## src/rtl/hcbd_pkg.sv

```systemverilog
// Package for the chunked body decoder: widths, byte codes and hex helper.
package hcbd_pkg;

  localparam int DATA_W       = 8;
  localparam int FIELD_W      = 32;
  localparam int SIZE_BITS_DEF = 32;
  localparam int HEX_W        = 4;

  localparam logic [DATA_W-1:0] BYTE_CR = 8'h0D;
  localparam logic [DATA_W-1:0] BYTE_LF = 8'h0A;

  typedef struct packed {
    logic              is_hex;
    logic [HEX_W-1:0]  value;
  } hex_digit_t;

  function automatic hex_digit_t hex_decode(input logic [DATA_W-1:0] c);
    hex_digit_t r;
    r.is_hex = 1'b0;
    r.value  = '0;
    if (c >= 8'h30 && c <= 8'h39) begin
      r.is_hex = 1'b1;
      r.value  = HEX_W'(c - 8'h30);
    end else if (c >= 8'h61 && c <= 8'h66) begin
      r.is_hex = 1'b1;
      r.value  = HEX_W'(c - 8'h57);
    end else if (c >= 8'h41 && c <= 8'h46) begin
      r.is_hex = 1'b1;
      r.value  = HEX_W'(c - 8'h37);
    end
    return r;
  endfunction

endpackage

```

## src/rtl/hcbd_if.sv

```systemverilog
// Stream interfaces for the chunked body decoder: raw byte in, decoded beat out.
interface hcbd_in_if;
  import hcbd_pkg::*;
  logic              valid;
  logic              ready;
  logic [DATA_W-1:0] data_byte;
  logic              begin_req;

  modport source (output valid, data_byte, begin_req, input ready);
  modport sink   (input valid, data_byte, begin_req, output ready);
endinterface

interface hcbd_out_if;
  import hcbd_pkg::*;
  logic               valid;
  logic               ready;
  logic               payload_valid;
  logic [DATA_W-1:0]  payload_byte;
  logic [FIELD_W-1:0] chunk_offset;
  logic [FIELD_W-1:0] chunk_length;
  logic               last_of_chunk;
  logic               done_res;
  logic               size_overflow;

  modport source (output valid, payload_valid, payload_byte, chunk_offset, chunk_length,
                  last_of_chunk, done_res, size_overflow, input ready);
  modport sink   (input valid, payload_valid, payload_byte, chunk_offset, chunk_length,
                  last_of_chunk, done_res, size_overflow, output ready);
endinterface

```

## src/rtl/http_chunked_body_decoder.sv

```systemverilog
// HTTP/1.1 chunked body decoder: one raw byte in, one decoded beat out.
//
// in_ch carries one raw byte of the chunked stream per beat, with begin_req
// restarting the parser before that byte. out_ch returns exactly one beat per
// input beat: payload flag, byte, offset within the chunk, declared chunk
// length, last-of-chunk, done and the sticky size overflow flag.
//
// The parser state and the result register update at the edge that accepts
// the byte. Throughput is one byte per cycle; the single result register is
// the only storage between the channels, and in_ch.ready is high whenever
// that register is empty or being drained in the same cycle.
//
// Reset clears the parser to expect a size line, zeroes size, offset and the
// overflow flag, and empties the result register. When the receiver stalls,
// the pending beat holds and in_ch.ready drops until it is taken.
module http_chunked_body_decoder #(
  parameter int SIZE_BITS = hcbd_pkg::SIZE_BITS_DEF
) (
  input  logic          clk,
  input  logic          rst_n,
  hcbd_in_if.sink       in_ch,
  hcbd_out_if.source    out_ch
);
  import hcbd_pkg::*;

  typedef enum logic [2:0] {
    PH_SIZE, PH_EXT, PH_LF, PH_BODY, PH_DCR, PH_DLF, PH_FINAL
  } phase_t;

  localparam int EXT_W = 64;

  phase_t               phase_r, phase_nxt;
  logic [SIZE_BITS-1:0] acc_r, acc_nxt;
  logic [SIZE_BITS-1:0] off_r, off_nxt;
  logic                 ovf_r, ovf_nxt;

  logic                 out_valid_r;
  logic                 pv_r, pv_nxt;
  logic [DATA_W-1:0]    pb_r, pb_nxt;
  logic [FIELD_W-1:0]   coff_r, coff_nxt;
  logic [FIELD_W-1:0]   clen_r, clen_nxt;
  logic                 last_r, last_nxt;
  logic                 done_r, done_nxt;

  phase_t               phase_cur;
  logic [SIZE_BITS-1:0] acc_cur, off_cur, off_inc;
  logic                 ovf_cur;
  hex_digit_t           hd;
  logic                 accept;
  logic [EXT_W-1:0]     off_ext, acc_ext;

  assign in_ch.ready = !out_valid_r || out_ch.ready;
  assign accept      = in_ch.valid && in_ch.ready;

  always_comb begin
    phase_cur = in_ch.begin_req ? PH_SIZE : phase_r;
    acc_cur   = in_ch.begin_req ? '0 : acc_r;
    off_cur   = in_ch.begin_req ? '0 : off_r;
    ovf_cur   = in_ch.begin_req ? 1'b0 : ovf_r;
    hd        = hex_decode(in_ch.data_byte);
    off_inc   = off_cur + SIZE_BITS'(1);
    off_ext   = EXT_W'(off_cur);
    acc_ext   = EXT_W'(acc_cur);

    phase_nxt = phase_cur;
    acc_nxt   = acc_cur;
    off_nxt   = off_cur;
    ovf_nxt   = ovf_cur;
    pv_nxt    = 1'b0;
    pb_nxt    = '0;
    coff_nxt  = '0;
    clen_nxt  = '0;
    last_nxt  = 1'b0;
    done_nxt  = 1'b0;

    case (phase_cur)
      PH_SIZE: begin
        if (hd.is_hex) begin
          if (|acc_cur[SIZE_BITS-1 -: HEX_W]) begin
            acc_nxt = '1;
            ovf_nxt = 1'b1;
          end else begin
            acc_nxt = {acc_cur[SIZE_BITS-HEX_W-1:0], hd.value};
          end
        end else if (in_ch.data_byte == BYTE_CR) begin
          phase_nxt = PH_LF;
        end else begin
          phase_nxt = PH_EXT;
        end
      end
      PH_EXT: begin
        if (in_ch.data_byte == BYTE_CR) phase_nxt = PH_LF;
      end
      PH_LF: begin
        if (in_ch.data_byte == BYTE_LF) begin
          if (acc_cur != '0) begin
            phase_nxt = PH_BODY;
            off_nxt   = '0;
          end else begin
            phase_nxt = PH_FINAL;
            done_nxt  = 1'b1;
          end
        end
      end
      PH_BODY: begin
        pv_nxt   = 1'b1;
        pb_nxt   = in_ch.data_byte;
        coff_nxt = off_ext[FIELD_W-1:0];
        clen_nxt = acc_ext[FIELD_W-1:0];
        off_nxt  = off_inc;
        if (off_inc == acc_cur) begin
          last_nxt  = 1'b1;
          phase_nxt = PH_DCR;
        end
      end
      PH_DCR: begin
        if (in_ch.data_byte == BYTE_CR) phase_nxt = PH_DLF;
      end
      PH_DLF: begin
        if (in_ch.data_byte == BYTE_LF) begin
          phase_nxt = PH_SIZE;
          acc_nxt   = '0;
        end
      end
      PH_FINAL: begin
        done_nxt = 1'b1;
      end
      default: begin
        phase_nxt = PH_SIZE;
        acc_nxt   = '0;
        off_nxt   = '0;
        ovf_nxt   = 1'b0;
      end
    endcase
  end

  always_ff @(posedge clk) begin
    if (!rst_n) begin
      phase_r     <= PH_SIZE;
      acc_r       <= '0;
      off_r       <= '0;
      ovf_r       <= 1'b0;
      out_valid_r <= 1'b0;
      pv_r        <= 1'b0;
      pb_r        <= '0;
      coff_r      <= '0;
      clen_r      <= '0;
      last_r      <= 1'b0;
      done_r      <= 1'b0;
    end else begin
      if (accept) begin
        phase_r <= phase_nxt;
        acc_r   <= acc_nxt;
        off_r   <= off_nxt;
        ovf_r   <= ovf_nxt;
        pv_r    <= pv_nxt;
        pb_r    <= pb_nxt;
        coff_r  <= coff_nxt;
        clen_r  <= clen_nxt;
        last_r  <= last_nxt;
        done_r  <= done_nxt;
      end
      if (in_ch.ready) out_valid_r <= accept;
    end
  end

  assign out_ch.valid         = out_valid_r;
  assign out_ch.payload_valid = pv_r;
  assign out_ch.payload_byte  = pb_r;
  assign out_ch.chunk_offset  = coff_r;
  assign out_ch.chunk_length  = clen_r;
  assign out_ch.last_of_chunk = last_r;
  assign out_ch.done_res      = done_r;
  assign out_ch.size_overflow = ovf_r;

  // in body the offset stays below a nonzero declared size
  a_body_bounds: assert property (@(posedge clk) disable iff (!rst_n)
    (phase_r == PH_BODY) |-> (acc_r != '0 && off_r < acc_r))
    else $error("body offset out of range");

  a_last_is_payload: assert property (@(posedge clk) disable iff (!rst_n)
    (out_valid_r && last_r) |-> pv_r)
    else $error("last_of_chunk without payload");

  a_done_no_payload: assert property (@(posedge clk) disable iff (!rst_n)
    (out_valid_r && done_r) |-> !pv_r)
    else $error("payload beat after done");

  a_stall_blocks_input: assert property (@(posedge clk) disable iff (!rst_n)
    !in_ch.ready |-> out_valid_r)
    else $error("input stalled with empty result register");

  a_ovf_saturates: assert property (@(posedge clk) disable iff (!rst_n)
    (accept && !ovf_r && ovf_nxt && !in_ch.begin_req) |=> (acc_r == '1))
    else $error("overflow without saturated size");

endmodule
```

## src/flat_wrapper.sv

```systemverilog
// flat-port wrapper written by rule: the top's interface ports become plain ports
module http_chunked_body_decoder_flat import hcbd_pkg::*;
#(
  parameter int SIZE_BITS = hcbd_pkg::SIZE_BITS_DEF
)
  (clk, rst_n, in_ch_valid, in_ch_data_byte, in_ch_begin_req, in_ch_ready, out_ch_valid, out_ch_payload_valid, out_ch_payload_byte, out_ch_chunk_offset, out_ch_chunk_length, out_ch_last_of_chunk, out_ch_done_res, out_ch_size_overflow, out_ch_ready);
  hcbd_in_if in_ch_i ();
  hcbd_out_if out_ch_i ();
  input  logic clk;
  input  logic rst_n;
  input wire logic [$bits(in_ch_i.valid)-1:0] in_ch_valid;
  input wire logic [$bits(in_ch_i.data_byte)-1:0] in_ch_data_byte;
  input wire logic [$bits(in_ch_i.begin_req)-1:0] in_ch_begin_req;
  output wire logic [$bits(in_ch_i.ready)-1:0] in_ch_ready;
  output wire logic [$bits(out_ch_i.valid)-1:0] out_ch_valid;
  output wire logic [$bits(out_ch_i.payload_valid)-1:0] out_ch_payload_valid;
  output wire logic [$bits(out_ch_i.payload_byte)-1:0] out_ch_payload_byte;
  output wire logic [$bits(out_ch_i.chunk_offset)-1:0] out_ch_chunk_offset;
  output wire logic [$bits(out_ch_i.chunk_length)-1:0] out_ch_chunk_length;
  output wire logic [$bits(out_ch_i.last_of_chunk)-1:0] out_ch_last_of_chunk;
  output wire logic [$bits(out_ch_i.done_res)-1:0] out_ch_done_res;
  output wire logic [$bits(out_ch_i.size_overflow)-1:0] out_ch_size_overflow;
  input wire logic [$bits(out_ch_i.ready)-1:0] out_ch_ready;
  assign in_ch_i.valid = in_ch_valid;
  assign in_ch_i.data_byte = in_ch_data_byte;
  assign in_ch_i.begin_req = in_ch_begin_req;
  assign in_ch_ready = in_ch_i.ready;
  assign out_ch_valid = out_ch_i.valid;
  assign out_ch_payload_valid = out_ch_i.payload_valid;
  assign out_ch_payload_byte = out_ch_i.payload_byte;
  assign out_ch_chunk_offset = out_ch_i.chunk_offset;
  assign out_ch_chunk_length = out_ch_i.chunk_length;
  assign out_ch_last_of_chunk = out_ch_i.last_of_chunk;
  assign out_ch_done_res = out_ch_i.done_res;
  assign out_ch_size_overflow = out_ch_i.size_overflow;
  assign out_ch_i.ready = out_ch_ready;
  http_chunked_body_decoder #(.SIZE_BITS(SIZE_BITS)) u_core (.clk(clk), .rst_n(rst_n), .in_ch(in_ch_i), .out_ch(out_ch_i));
endmodule
```

## config.mk

```make
export PLATFORM = sky130hd
export DESIGN_NAME = http_chunked_body_decoder_flat
export DESIGN_NICKNAME = d
export VERILOG_FILES = /design/src/rtl/hcbd_pkg.sv /design/src/rtl/hcbd_if.sv /design/src/rtl/http_chunked_body_decoder.sv /design/src/flat_wrapper.sv
export SDC_FILE = /design/constraint.sdc
export NUM_CORES = 1
export LEC_CHECK = 0
export BUFFER_PORTS_ARGS = -buffer_cell sky130_fd_sc_hd__clkbuf_2
export CORE_MARGIN = 2
export CORE_UTILIZATION = 55
export CTS_CLUSTER_DIAMETER = 80
export DETAILED_ROUTE_END_ITERATION = 12
export PLACE_DENSITY = 0.86
export RECOVER_POWER = 100
export REMOVE_ABC_BUFFERS = 1
export SYNTH_ARGS = -nofsm -noshare
export SYNTH_HDL_FRONTEND = slang
export SYNTH_SLANG_ARGS = --single-unit
```

## constraint.sdc

```tcl
create_clock -name clk -period 5.6 [get_ports clk]
set_clock_uncertainty 0.05 [all_clocks]
set_input_delay 0.84 -clock clk [delete_from_list [all_inputs] [get_ports clk]]
set_output_delay 0.84 -clock clk [all_outputs]
set_load 0.02 [all_outputs]
```

==> reports/results.txt <==
First-pass GRT wire length = 37,400 um
Placed Area = 0.00820 mm2
Global Route Usage Sum = 31.8%
Core area = 0.0138 mm2
Pleak = 2.94 nW
Worst reg2reg setup slack = 1400 ps
Total negative slack = 0 ps
Port Buffer Count = 90
Power Dens Cells = 272 mW/mm2
Sequential Power Share = 43.8%
Clock sinks = 144
Tmin final = 4610 ps
I/O pin total = 91
Final Util = 62.9%
Layout Nets = 1,060
CTS H-tree depth = 4
Commonest cells after routing, fill and taps aside = 149 x nor2_1, 144 x dfxtp_1, 89 x nand2_1, 86 x a22oi_1, 86 x o21ai_0
Layout cells sized above 1 = 6.54%
DRC errors left = 0
DR iter-0 viols = 794
Worst setup EP type = register
Combinational share of power = 5.8%
Class of the worst hold path = register to register
Max-slew headroom at the worst pin = -105%
Kind of critical path = input pin to register
Prevailing post-synth register cell = dfxtp_1
MaxCap Viol Count = 7
Vias in the first global route = 7,134
Crit-path cells = clkbuf_1, clkinv_1, nand2_1, o21ai_0, nor2_1, clkbuf_1, nand2_1, o22ai_1, buf_4, nand2_1, o21ai_0
Synthesized area = 0.00774 mm2
Total CTS buffers = 17
YS warnings = 0
Design Area, Final = 0.00870 mm2
Fmax = 0.217 GHz
Max VDD drop = 0.000267 V
Post-synth cell types = 64
Worst slew pin tran = 3070 ps
Post-CTS Resized = 0
Worst Setup Start Kind = input pin
Violated checks = capacitance limit, slew limit
Initial Util = 56.0%
Wirelength per Cell = 19.2 um
CP arrival = 4900 ps
Die area = 0.0150 mm2
Largest net degree at the start of global routing = 72
Total number of vias = 7,962
CTS tree = yes
RR Startpoint = u_core.out_ch.valid
Avg Vias per Cell = 6.45
Global route total overflow = 0
Avg Inst Size Synth = 7.71 um2
# setup viols final = 0
Status = finished with violations
Dpl hpwl = 15,700 um
Post-synth EDFFs = 0
Post-Route WL = 23,700 um
Die X = 123 um
Hold path depth = 2
Drt pass-1 iters = 7
Hold Path Origin = u_core.out_ch.payload_valid
Crit-path most repeated cell = nand2_1
Slowest CP cell = clkbuf_1
Fin. Hold Viols = 0
Clock power frac = 50.4%
Async SR Flop Fraction = 0%
Count of pins over their slew limit = 280
Post-CTS setup buffers = 0
DIE HEIGHT = 123 um
Seq/Total Area, Yosys = 37.2%
Flops & latches, synth = 144
Most common cell after layout, fill and taps aside = nor2_1
NetSw = 0.000625 W
FILL cells = 1,264
Final ANT Viol Nets = 0
Synthesized instance count = 1,005
Sink of the worst hold path = u_core.out_ch.payload_valid
GPL Wtd Cong = 1.01
Post-route clock period utilization = 82.3%
Worst Path Required = 5890 ps
CP max FO = 36
CTS Buffer Depth = 2
Critical Path Max Stage Delay = 1180 ps
Hold buffers post-CTS = 0
Sw frac = 26.4%
Diode count = 0
Reg2reg end = u_core.out_ch.chunk_length[27]
Internal = 0.00174 W
Antenna violations before repair = 0
FP Rows = 43
Worst-Skew Late Latency = 440 ps
Layout area overhead = 12.3%
RSZ-0062 raised after global routing = no
CTS root buf = clkbuf_16
CTS clk-pin slew, worst paths = 70 ps
R2R depth = 7
==> how the worst max path moves through the flow <==
stage	slack [ps]	cells past startpoint	startpoint	endpoint
after floorplan	-520	5	out_ch_ready	u_core.off_r[28]
final	990	11	in_ch_begin_req	u_core.acc_r[13]
after global placement	1520	11	in_ch_begin_req	u_core.phase_r[2]
after global routing	790	4	rst_n	u_core.out_ch.chunk_length[27]
after CTS	1840	11	in_ch_begin_req	u_core.phase_r[2]
after detailed placement	1380	11	in_ch_begin_req	u_core.phase_r[2]
==> cell type report <==
| cell class | instances | area, um2 | share of cell area (%) |
|---|---|---|---|
| repair buffers | 106 | 457 | 5.25 |
| clock inverters | 15 | 191 | 2.20 |
| flip-flops and latches | 144 | 2880 | 33.1 |
| multi-input cells | 763 | 4480 | 51.5 |
| clock buffers | 17 | 425 | 4.89 |
| well taps | 180 | 225 | 2.59 |
| inverters | 10 | 38.8 | 0.446 |
==> critical path, delay by kind of cell <==
kind,cells,cell delay (ps)
buffers and inverters,4,2200
AND/OR/NAND/NOR,4,940
AO/OA/AOI/OAI,3,910
==> registers in the layout, indices dropped and copies added (netlist names) <==
signal	flops
u_core.acc_r	32
u_core.off_r	32
u_core.out_ch.chunk_length	32
u_core.out_ch.chunk_offset	32
u_core.out_ch.done_res	1
u_core.out_ch.last_of_chunk	1
u_core.out_ch.payload_byte	8
u_core.out_ch.payload_valid	1
u_core.out_ch.size_overflow	1
u_core.out_ch.valid	1
u_core.phase_r	3
==> stage by stage <==
step	setup WS, ps	hold slack [ps]	total power, W	std cells
2_1_floorplan	-519	434	0.00114	917
3_3_place_gp	1520	393	0.00119	1203
3_5_place_dp	1380	399	0.00119	1203
4_1_cts	1840	408	0.00238	1235
5_1_grt	787	420	0.00243	1235
6_report	993	406	0.00237	1235
==> synthesized netlist by cell type, types with 3 or more instances <==
library cell / count / area share, %
nor2_1: 150 / 7.3
dfxtp_1: 144 / 37
nand2_1: 90 / 4.4
a22oi_1: 86 / 8.3
o21ai_0: 84 / 5.4
a21oi_1: 71 / 4.6
clkbuf_1: 67 / 3.2
xnor2_1: 47 / 5.3
nand3_1: 21 / 1.4
buf_2: 18 / 1.2
nor4_1: 18 / 1.5
nand4_1: 16 / 1.3
nor3_1: 15 / 0.97
a31oi_1: 13 / 1.1
xor2_1: 12 / 1.4
nor2b_1: 11 / 0.89
a22o_1: 9 / 1.0
inv_1: 9 / 0.44
and3_1: 8 / 0.65
and2_1: 7 / 0.57
o211ai_1: 7 / 0.68
o22ai_1: 7 / 0.57
nand2b_1: 6 / 0.48
a31o_2: 5 / 0.57
and4_1: 5 / 0.57
ha_1: 5 / 0.81
or3_1: 5 / 0.40
a211oi_1: 4 / 0.39
and4b_1: 4 / 0.52
or4_1: 4 / 0.39
a21o_1: 3 / 0.29
buf_1: 3 / 0.15
mux2i_1: 3 / 0.39
nor4b_1: 3 / 0.34
o2111ai_1: 3 / 0.34
o21ai_1: 3 / 0.19
o31ai_1: 3 / 0.29
o41ai_1: 3 / 0.34
==> power groups by stage <==
stage / sequential [W] / clock, W / combinational [W]
2_1_floorplan: 0.00106 / 0 / 0.0000801
3_3_place_gp: 0.00106 / 0 / 0.000133
3_5_place_dp: 0.00106 / 0 / 0.000134
4_1_cts: 0.00104 / 0.00121 / 0.000135
5_1_grt: 0.00104 / 0.00125 / 0.000150
6_report: 0.00104 / 0.00119 / 0.000137
==> per-layer routing <==
| layer | global-route usage [%] | part of all wire, % |
|---|---|---|
| met5 | 0 | 0 |
| met4 | 12.9 | 2.7 |
| met3 | 7.71 | 10 |
| met2 | 49.3 | 46 |
| met1 | 42.4 | 41 |
==> cell families (layout without fill, tap and decap cells) <==
family / Yosys count / in the layout / synth area share [%]
flops: 144 / 144 / 37.2
fa+ha+maj: 5 / 5 / 0.808
compound gates: 319 / 319 / 26.2
simple gates: 376 / 376 / 23.5
buf+inv: 98 / 148 / 5.04
mux: 4 / 4 / 0.533
xor+xnor: 59 / 59 / 6.67
Power figures use the tool's default switching activity.
